**src/cle_pkg.sv**
```systemverilog
// ----------------------------------------------------------------------------
// cle_pkg
// Types and constants shared by the command line editor modules.
// ----------------------------------------------------------------------------
`default_nettype none

package cle_pkg;

  // Line storage: a full line holds LINE_LEN-1 bytes
  localparam int LINE_LEN = 32;
  localparam int LEN_W    = $clog2(LINE_LEN);

  localparam logic [7:0] SPACE_CHAR = 8'h20;

  // Configuration register indexes
  localparam int CFG_IDX_W = 2;
  localparam logic [CFG_IDX_W-1:0] REG_CR    = 2'd0;
  localparam logic [CFG_IDX_W-1:0] REG_LF    = 2'd1;
  localparam logic [CFG_IDX_W-1:0] REG_ERASE = 2'd2;
  localparam logic [CFG_IDX_W-1:0] REG_ABORT = 2'd3;

  localparam logic [7:0] RST_CR    = 8'h0D;
  localparam logic [7:0] RST_LF    = 8'h0A;
  localparam logic [7:0] RST_ERASE = 8'h08;
  localparam logic [7:0] RST_ABORT = 8'h03;

  typedef enum logic [2:0] {
    ST_IDLE,
    ST_CMD,
    ST_CR,
    ST_LF,
    ST_ER1,
    ST_SP,
    ST_ER2,
    ST_ECHO
  } state_e;

  typedef enum logic [2:0] {
    SEL_RX,
    SEL_STORE,
    SEL_CR,
    SEL_LF,
    SEL_ERASE,
    SEL_SPACE
  } out_sel_e;

  typedef struct packed {
    logic     load_rx;
    logic     store_wr;
    logic     len_inc;
    logic     len_dec;
    logic     len_clr;
    logic     idx_clr;
    logic     idx_inc;
    logic     out_load;
    out_sel_e out_sel;
    logic     to_cmd;
    logic     last;
  } cle_cmd_t;

  typedef struct packed {
    logic is_crlf;
    logic is_erase;
    logic is_abort;
    logic is_nul;
    logic empty;
    logic full;
    logic idx_end;
    logic out_free;
  } cle_sts_t;

endpackage

`default_nettype wire

```
**src/cle_ctrl.sv**
```systemverilog
// ----------------------------------------------------------------------------
// cle_ctrl
// Controller: classifies an accepted byte and sequences its result transfers.
// ----------------------------------------------------------------------------
`default_nettype none

module cle_ctrl
  import cle_pkg::*;
(
  input  wire logic     clk_i,
  input  wire logic     rst_ni,
  input  wire logic     rx_valid_i,
  output logic          rx_ready_o,
  input  wire cle_sts_t sts_i,
  output cle_cmd_t      cmd_o
);

  state_e state_q, state_d;

  // State register
  always_ff @(posedge clk_i or negedge rst_ni) begin
    if (!rst_ni) begin
      state_q <= ST_IDLE;
    end else begin
      state_q <= state_d;
    end
  end

  // Next state and commands
  always_comb begin
    state_d    = state_q;
    cmd_o      = '0;
    cmd_o.out_sel = SEL_RX;
    rx_ready_o = 1'b0;
    unique case (state_q)
      ST_IDLE: begin
        rx_ready_o = 1'b1;
        if (rx_valid_i) begin
          cmd_o.load_rx = 1'b1;
          if (sts_i.is_crlf) begin
            if (sts_i.empty) begin
              state_d = ST_CR;
            end else begin
              cmd_o.idx_clr = 1'b1;
              state_d       = ST_CMD;
            end
          end else if (sts_i.is_erase) begin
            if (!sts_i.empty) begin
              cmd_o.len_dec = 1'b1;
              state_d       = ST_ER1;
            end
          end else if (sts_i.is_abort) begin
            cmd_o.len_clr = 1'b1;
            state_d       = ST_CR;
          end else if (!sts_i.full) begin
            // store unless NUL, echo either way
            cmd_o.store_wr = !sts_i.is_nul;
            cmd_o.len_inc  = !sts_i.is_nul;
            state_d        = ST_ECHO;
          end
        end
      end
      ST_CMD: begin
        if (sts_i.out_free) begin
          cmd_o.out_load = 1'b1;
          cmd_o.out_sel  = SEL_STORE;
          cmd_o.to_cmd   = 1'b1;
          cmd_o.idx_inc  = 1'b1;
          if (sts_i.idx_end) begin
            state_d = ST_CR;
          end
        end
      end
      ST_CR: begin
        if (sts_i.out_free) begin
          cmd_o.out_load = 1'b1;
          cmd_o.out_sel  = SEL_CR;
          state_d        = ST_LF;
        end
      end
      ST_LF: begin
        if (sts_i.out_free) begin
          cmd_o.out_load = 1'b1;
          cmd_o.out_sel  = SEL_LF;
          cmd_o.last     = 1'b1;
          cmd_o.len_clr  = 1'b1;
          state_d        = ST_IDLE;
        end
      end
      ST_ER1: begin
        if (sts_i.out_free) begin
          cmd_o.out_load = 1'b1;
          cmd_o.out_sel  = SEL_ERASE;
          state_d        = ST_SP;
        end
      end
      ST_SP: begin
        if (sts_i.out_free) begin
          cmd_o.out_load = 1'b1;
          cmd_o.out_sel  = SEL_SPACE;
          state_d        = ST_ER2;
        end
      end
      ST_ER2: begin
        if (sts_i.out_free) begin
          cmd_o.out_load = 1'b1;
          cmd_o.out_sel  = SEL_ERASE;
          cmd_o.last     = 1'b1;
          state_d        = ST_IDLE;
        end
      end
      ST_ECHO: begin
        if (sts_i.out_free) begin
          cmd_o.out_load = 1'b1;
          cmd_o.out_sel  = SEL_RX;
          cmd_o.last     = 1'b1;
          state_d        = ST_IDLE;
        end
      end
      default: begin
        state_d = ST_IDLE;
      end
    endcase
  end

endmodule

`default_nettype wire

```
**src/cle_dp.sv**
```systemverilog
// ----------------------------------------------------------------------------
// cle_dp
// Datapath: control character registers, line store, length and walk index,
// byte classification and the output register.
// ----------------------------------------------------------------------------
`default_nettype none

module cle_dp
  import cle_pkg::*;
(
  input  wire logic                 clk_i,
  input  wire logic                 rst_ni,
  input  wire logic                 cfg_we_i,
  input  wire logic [CFG_IDX_W-1:0] cfg_idx_i,
  input  wire logic [7:0]           cfg_data_i,
  input  wire logic [7:0]           rx_byte_i,
  input  wire logic                 out_ready_i,
  input  wire cle_cmd_t             cmd_i,
  output cle_sts_t                  sts_o,
  output logic                      out_valid_o,
  output logic [7:0]                out_byte_o,
  output logic                      to_command_o,
  output logic                      cmd_start_o,
  output logic                      last_o
);

  logic [7:0]       cr_q, lf_q, erase_q, abort_q;
  logic [7:0]       rx_q;
  logic [7:0]       line_mem [LINE_LEN];
  logic [LEN_W-1:0] len_q, len_d;
  logic [LEN_W-1:0] idx_q, idx_d;
  logic             out_valid_q;
  logic [7:0]       out_byte_q;
  logic             to_cmd_q, start_q, last_q;

  // Configuration writes
  always_ff @(posedge clk_i or negedge rst_ni) begin
    if (!rst_ni) begin
      cr_q    <= RST_CR;
      lf_q    <= RST_LF;
      erase_q <= RST_ERASE;
      abort_q <= RST_ABORT;
    end else if (cfg_we_i) begin
      unique case (cfg_idx_i)
        REG_CR:    cr_q    <= cfg_data_i;
        REG_LF:    lf_q    <= cfg_data_i;
        REG_ERASE: erase_q <= cfg_data_i;
        REG_ABORT: abort_q <= cfg_data_i;
        default: ;
      endcase
    end
  end

  // Latch the accepted byte and write it into the line
  always_ff @(posedge clk_i) begin
    if (cmd_i.load_rx) begin
      rx_q <= rx_byte_i;
    end
    if (cmd_i.store_wr) begin
      line_mem[len_q] <= rx_byte_i;
    end
  end

  // Line length and walk index
  always_comb begin
    len_d = len_q;
    if (cmd_i.len_clr) begin
      len_d = '0;
    end else if (cmd_i.len_inc) begin
      len_d = len_q + LEN_W'(1);
    end else if (cmd_i.len_dec) begin
      len_d = len_q - LEN_W'(1);
    end
    idx_d = idx_q;
    if (cmd_i.idx_clr) begin
      idx_d = '0;
    end else if (cmd_i.idx_inc) begin
      idx_d = idx_q + LEN_W'(1);
    end
  end

  always_ff @(posedge clk_i or negedge rst_ni) begin
    if (!rst_ni) begin
      len_q <= '0;
      idx_q <= '0;
    end else begin
      len_q <= len_d;
      idx_q <= idx_d;
    end
  end

  // Classify the incoming byte and report line status
  always_comb begin
    sts_o.is_crlf  = (rx_byte_i == cr_q) || (rx_byte_i == lf_q);
    sts_o.is_erase = (rx_byte_i == erase_q);
    sts_o.is_abort = (rx_byte_i == abort_q);
    sts_o.is_nul   = (rx_byte_i == 8'h00);
    sts_o.empty    = (len_q == '0);
    sts_o.full     = (len_q == LEN_W'(LINE_LEN - 1));
    sts_o.idx_end  = (idx_q == len_q - LEN_W'(1));
    sts_o.out_free = !out_valid_q || out_ready_i;
  end

  // Output register: load a result, drop it once transferred
  always_ff @(posedge clk_i or negedge rst_ni) begin
    if (!rst_ni) begin
      out_valid_q <= 1'b0;
    end else if (cmd_i.out_load) begin
      out_valid_q <= 1'b1;
    end else if (out_ready_i) begin
      out_valid_q <= 1'b0;
    end
  end

  // Select the result byte and hold it with its flags
  always_ff @(posedge clk_i) begin
    if (cmd_i.out_load) begin
      case (cmd_i.out_sel)
        SEL_RX:    out_byte_q <= rx_q;
        SEL_STORE: out_byte_q <= line_mem[idx_q];
        SEL_CR:    out_byte_q <= cr_q;
        SEL_LF:    out_byte_q <= lf_q;
        SEL_ERASE: out_byte_q <= erase_q;
        SEL_SPACE: out_byte_q <= SPACE_CHAR;
        default:   out_byte_q <= rx_q;
      endcase
      to_cmd_q   <= cmd_i.to_cmd;
      start_q    <= cmd_i.to_cmd && (idx_q == '0);
      last_q     <= cmd_i.last;
    end
  end

  assign out_valid_o  = out_valid_q;
  assign out_byte_o   = out_byte_q;
  assign to_command_o = to_cmd_q;
  assign cmd_start_o  = start_q;
  assign last_o       = last_q;

endmodule

`default_nettype wire

```
**src/command_line_editor.sv**
```systemverilog
// An accepted byte is registered, then its results are loaded into the output
// register one per cycle while out_ready_i stays high (line end: stored
// length + 2 results, erase: 3); the next byte waits for the last to load.
// At a line end the walk reads one stored byte per cycle while not stalled.
// Reset: asynchronous, active low; clears the line and restores the default
// control characters (CR 0x0D, LF 0x0A, BS 0x08, abort 0x03).
// ----------------------------------------------------------------------------
// command_line_editor
// Terminal line editor: echo, erase, abort and command run on line end.
// ----------------------------------------------------------------------------
`default_nettype none

module command_line_editor
  import cle_pkg::*;
(
  input  wire logic                 clk_i,
  input  wire logic                 rst_ni,
  input  wire logic                 cfg_we_i,
  input  wire logic [CFG_IDX_W-1:0] cfg_idx_i,
  input  wire logic [7:0]           cfg_data_i,
  input  wire logic                 rx_valid_i,
  output logic                      rx_ready_o,
  input  wire logic [7:0]           rx_byte_i,
  output logic                      out_valid_o,
  input  wire logic                 out_ready_i,
  output logic [7:0]                out_byte_o,
  output logic                      to_command_o,
  output logic                      cmd_start_o,
  output logic                      last_o
);

  cle_cmd_t cmd;
  cle_sts_t sts;

  // Sequence control
  cle_ctrl u_ctrl (
    .clk_i      (clk_i),
    .rst_ni     (rst_ni),
    .rx_valid_i (rx_valid_i),
    .rx_ready_o (rx_ready_o),
    .sts_i      (sts),
    .cmd_o      (cmd)
  );

  // Line storage and result register
  cle_dp u_dp (
    .clk_i        (clk_i),
    .rst_ni       (rst_ni),
    .cfg_we_i     (cfg_we_i),
    .cfg_idx_i    (cfg_idx_i),
    .cfg_data_i   (cfg_data_i),
    .rx_byte_i    (rx_byte_i),
    .out_ready_i  (out_ready_i),
    .cmd_i        (cmd),
    .sts_o        (sts),
    .out_valid_o  (out_valid_o),
    .out_byte_o   (out_byte_o),
    .to_command_o (to_command_o),
    .cmd_start_o  (cmd_start_o),
    .last_o       (last_o)
  );

endmodule

`default_nettype wire

```
**config.mk**
```make
export PLATFORM = sky130hd
export DESIGN_NAME = command_line_editor
export DESIGN_NICKNAME = d
export VERILOG_FILES = /design/src/cle_pkg.sv /design/src/cle_ctrl.sv /design/src/cle_dp.sv /design/src/command_line_editor.sv
export SDC_FILE = /design/constraint.sdc
export NUM_CORES = 1
export LEC_CHECK = 0
export ABC_AREA = 1
export BUFFER_PORTS_ARGS = -buffer_cell sky130_fd_sc_hd__buf_2
export CORE_MARGIN = 2
export CORE_UTILIZATION = 40
export CTS_CLUSTER_DIAMETER = 150
export CTS_CLUSTER_SIZE = 30
export DETAILED_ROUTE_END_ITERATION = 6
export RECOVER_POWER = 50
export SYNTH_ARGS = -nofsm -noshare
export SYNTH_HDL_FRONTEND = slang
export SYNTH_HIERARCHICAL = 1
export SYNTH_SLANG_ARGS = --single-unit
```
**constraint.sdc**
```tcl
create_clock -name clk_i -period 7.19 [get_ports clk_i]
set_input_delay 0.719 -clock clk_i [delete_from_list [all_inputs] [get_ports clk_i]]
set_output_delay 0.719 -clock clk_i [all_outputs]
set_load 0.01 [all_outputs]
```
After elaboration in Yosys (flattened, before gate mapping)
Memory sizes are Yosys's and may differ from the RTL's.
Index checks and enable logic that the tools add are counted.
{"block": "totals", "regBits": 65, "mem_bits_rw": 256, "input_bits": 23, "output_inout_bits": 13, "wordCells": 115, "n_memories": 1}
{"block": "classes", "n_addsub": 3, "eq_ne": 30, "n_mux": 48, "reduce_logical": 20}
{"name": "u_dp.line_mem", "depth": 32, "width": 8, "rd": 1, "rd_clocked_by_memory_dff": 0, "write_ports": 1, "line": "cle_dp.sv:29", "source": "logic [7:0] line_mem [LINE_LEN];"}
{"op": "$pmux W8 S5", "count": 1}
{"op": "$mux W3", "count": 12}
{"op": "$eq A8 B8 Y1", "count": 4}
{"op": "$mux W4", "count": 7}
{"op": "$mux W5", "count": 5}
{"op": "$pmux W4 S6", "count": 1}
{"op": "$eq A3 B3 Y1 const B", "count": 6}
{"op": "$pmux W3 S6", "count": 1}
{"op": "$mux W1", "count": 14}
{"op": "$eq A3 B2 Y1 const B", "count": 4}
{"op": "$mux W6", "count": 2}
{"op": "$ne A2 B2 Y1 const B", "count": 6}
{"op": "$add A5 B1 Y5 const B", "count": 2}
{"op": "$logic_not A5 Y1", "count": 2}
{"op": "$reduce_and A9 Y1", "count": 1}
{"op": "$logic_not A8 Y1", "count": 1}
{"op": "$mux W2", "count": 4}
{"op": "$reduce_and A2 Y1", "count": 4}
{"op": "$eq A3 B1 Y1 const B", "count": 2}
{"op": "$eq A5 B5 Y1", "count": 1}
{"op": "$eq A5 B5 Y1 const B", "count": 1}
{"op": "$ne A5 B5 Y1 const B", "count": 1}
{"op": "$sub A5 B1 Y5 const B", "count": 1}
{"op": "$eq A2 B2 Y1 const B", "count": 2}
{"op": "13 further kinds", "count": 16}

Longest topological paths before layout
{"block": "depth", "word_depth": 11, "ltp_mapped": 18, "ltp_nobuf": 16}

Modules after synthesis
Netlist, hierarchy kept.
{"module": "cle_dp", "n_inst": 1, "cells_per_inst": 1367, "area_per_inst_um2": 14032.2, "seq_area_each_um2": 9344.0}
{"module": "cle_ctrl", "n_inst": 1, "cells_per_inst": 64, "area_per_inst_um2": 415.4, "seq_area_each_um2": 75.1}

Least setup slack after synthesis
No wires, ideal clock.
{"block": "synth_path", "path_type": "input port to flip-flop", "from": "in rx_byte_i[6]", "to": "mem u_dp.line_mem[0][0] (enable)", "t_arrival_ps": 2431, "required_ps": 6820, "path_slack_ps": 4389, "stages": 11, "path_cell_list": "clkbuf_1 -> xor2_1 -> nor3_1 -> nand2_1 -> o31ai_1 -> nor2_1 -> nand2_1 -> nor4_2 -> buf_4 -> nand2_1 -> nor2_1"}
{"element": "start: declaration", "line": "command_line_editor.sv:23", "source": "input wire logic [7:0] rx_byte_i,"}
{"element": "end: declaration", "line": "cle_dp.sv:29"}

==> results by group <==
Finish
  – ANT cells: 0
  – Layout area overhead: 5.99%
  – Area of the multi-input gates: 4090 um2
  – Final core occ: 0.431
  – Share of cells above drive strength 1: 0.0594
  – Post-Layout Inst Area: 15,300 um2
  – Finished Layout Cells: 1,892
  – Register area: 9420 um2
  – Filler instances: 3,402
  – Nets: 1,457

Clock tree
  – Maximum root-to-sink buffer count: 3
  – Clk root buf: clkbuf_16
  – Sinks on Clock Net: 321
  – CTS resizes: 0
  – Clock Pin Slew Worst Setup and Hold Paths: 120 ps
  – Hold-fix buffers, CTS: 0
  – Post-CTS Setup Bufs: 0
  – Clock latency at the later pin of the worst-skew pair: 510 ps
  – TritonCTS clock tree: yes
  – TritonCTS Buffers: 14
  – H-tree levels: 1

Placed design
  – Dpl ws: 2400 ps
  – Dpl cell area: 14,900 um2
  – Placed instance count: 1,872
  – Port Buf Inserts: 35
  – Placer Congestion: 0.891
  – Dpl hpwl: 22,800 um

Timing
  – Final setup vio count: 0
  – Max_slew headroom: -0.626
  – RSZ-0062 raised after global routing: no
  – Fmax: 186 MHz
  – Final period util: 0.748
  – Clk_skew: 23.1 ps
  – Slew Limit Fails: 262
  – Worst Tran Pin Value: 2440 ps
  – Final min period: 5370 ps
  – Hold Vio Cnt, Final: 0
  – Setup TNS Final: 0 ps
  – Hold_ws: 483 ps
  – Worst setup margin: 1820 ps

Route
  – Residual DRC: 0
  – Post-Route WL: 35,500 um
  – Routed WL per cell: 18.8 um
  – Via density: 5.19
  – DR pass1 iterations: 5
  – Iteration-0 DRC Markers: 982
  – Routed vias: 9,818
  – DRT antenna net count: 0

Setup path
  – Crit path DAT: 5520 ps
  – CP Capture Type: flop
  – CP Class: input pin to flop
  – Startpoint Class: input pin
  – Critical path required time: 7330 ps
  – Critical-path top delay cell: clkbuf_1
  – Sum of buffers and inverters on the critical path: 4
  – Critical-path maximum fanout: 37
  – Critical path, cell by cell: buf_2 > clkbuf_1 > inv_1 > or2_2 > nand4_1 > nor4_1 > inv_1 > nand2_1 > nor4_2 > nand2_1 > nor2_1
  – Slowest stage delay, CP: 1520 ps
  – Crit path max-delay family: simple AND/OR/NAND/NOR gates

GRT
  – GRT overflow: 0
  – GR Util met2: 0.318
  – GRT Resource Usage Total: 0.187
  – Grt met1 use: 0.256
  – First-pass GRT wire length: 54,600 um
  – Initial antenna violation count: 0
  – GR peak layer: met2
  – Met3 Usage GRT: 0.0186
  – Largest net degree at the start of global routing: 93
  – Vias in the first global route: 9,468

Floorplan
  – Number of placed I/O pins: 36
  – Die height: 194 um
  – Die area: 37,700 um2
  – Starting density of the core: 0.406
  – Core Area: 35,600 um2
  – Site Rows: 69
  – Die X: 194 um

Synthesis
  – Yosys warns: 6
  – Net Count, Synth: 1,461
  – Synth unique cells: 44
  – Avg Synthesized Cell Area: 10.1 um2
  – Top FF cell, synth: edfxtp_1
  – EDFF count, synth: 275
  – Sequential fraction of the synthesis area: 0.652
  – Post-Synthesis Cells: 1,431
  – Cell area after synthesis: 14,400 um2
  – #FFs+latches synth: 321
  – Ys async rst share: 0.143

Power and ir drop
  – Worst VDD drop: 0.144 mV
  – PwrDens: 342 nW/um2
  – P_leak: 6.04 nW
  – Post-layout power: 5.24 mW

Status
  – Status: complete, but fails checks
  – Failing checks: max-capacitance violations, max-slew violations

Run
  – Max Cap Viol: 7

Min path
  – Hold Crit Class: input pin to flop
## registers in the layout, summed over array words and instances, names as in the netlist, 3 cells and up
register / cells
u_ctrl/state_q: 3
u_dp/idx_q: 5
u_dp/lf_q: 8
u_dp/out_byte_o: 8
u_dp/abort_q: 8
u_dp/cr_q: 8
u_dp/rx_q: 8
u_dp/line_mem: 256
u_dp/erase_q: 8
u_dp/len_q: 5
## worst reg2reg max path, stage by stage (launching register included)
cell       delay (ps)
dfstp_2           580
inv_1              70
o2111ai_1         190
o31ai_1           160
nor2_1            160
nand2_1           100
nor4_2            770
nand2_1           660
nor2_1            730
## routing by layer
layer / wire (um) / vias up
met5: 0 / -
met4: 847 / 0
met3: 1850 / 60
met2: 17100 / 284
met1: 15700 / 4740
li1: - / 4734
## final timing paths
check / startpoint / cells past startpoint / slack (ps) / endpoint
min reg2reg: u_dp/abort_q[0]$_DFFE_PN1P_ / 2 / 510 / u_dp/abort_q[0]$_DFFE_PN1P_
max reg2reg: u_dp/cr_q[3]$_DFFE_PN1P_ / 8 / 3410 / u_dp/line_mem[21][3]$_DFFE_PP_
min: cfg_data_i[3] / 3 / 480 / u_dp/erase_q[3]$_DFFE_PN1P_
min in group asynchronous: rst_ni / 1 / 950 / u_dp/abort_q[7]$_DFFE_PN0P_
max in group asynchronous: rst_ni / 1 / 4530 / u_dp/idx_q[0]$_DFFE_PN0P_
max: rx_byte_i[0] / 11 / 1820 / u_dp/line_mem[21][3]$_DFFE_PP_
## Yosys cell counts, types with 2 or more instances
cell        n  share of area
xnor2_1    13         0.0079
or2_2       4         0.0017
ha_1        7         0.0061
inv_1     154          0.040
buf_2      32          0.011
edfxtp_1  275           0.57
o22ai_1     6         0.0026
buf_4       6         0.0031
nor3_1      7         0.0024
dfrtp_1    38          0.066
o21ai_0    95          0.033
clkbuf_1   19         0.0049
dfstp_2     8          0.015
xor2_1     11         0.0067
a21oi_1    13         0.0045
buf_6       3         0.0023
inv_2       5         0.0013
o21ai_1     3         0.0010
nand2_1   388           0.10
nor2_1    134          0.035
nand3_1   151          0.052
nor2_4      3         0.0023
nand2_2     2        0.00087
nor3_2      3         0.0021
buf_1       3        0.00078
nand4_1     9         0.0039
a31oi_1     9         0.0039
nand2_4     3         0.0023
nor2_2      2        0.00087
nor4_1      4         0.0017
o211ai_1    8         0.0042
## kinds of logic (layout without fill, tap and decap cells)
| kind of cell | Yosys count | in the layout | share of synthesized area |
|---|---|---|---|
| AO/OA/AOI/OAI | 140 | 140 | 0.0530 |
| AND/OR/NAND/NOR | 714 | 714 | 0.209 |
| XOR/XNOR | 24 | 24 | 0.0145 |
| buffers and inverters | 225 | 225 | 0.0653 |
| adder cells (fa/ha/maj) | 7 | 7 | 0.00606 |
| flip-flops | 321 | 321 | 0.652 |
## cells in the final DEF (no fill, tap or decap), types with 8 or more instances in the layout
cell / n
nand2_1: 388
edfxtp_1: 275
inv_1: 155
nand3_1: 151
nor2_1: 134
o21ai_0: 95
dfrtp_1: 36
buf_2: 28
clkbuf_16: 15
clkbuf_1: 15
a21oi_1: 13
xnor2_1: 13
xor2_1: 11
a31oi_1: 9
nand4_1: 9
o211ai_1: 8
dfstp_2: 8
## area by class of cell
type | instances | area share
clock inverters | 1 | 0.000735
multi-input cells | 885 | 0.267
inverters | 161 | 0.0396
clock buffers | 19 | 0.0255
well taps | 461 | 0.0377
flip-flops and latches | 321 | 0.615
repair buffers | 44 | 0.0143
## where the power goes
part           internal, mW  total [mW]  switching (mW)
Combinational         0.567        1.97            1.40
Clock                 0.390       0.921           0.532
Sequential             2.19        2.34           0.157
(Power assumes the default switching activity.)
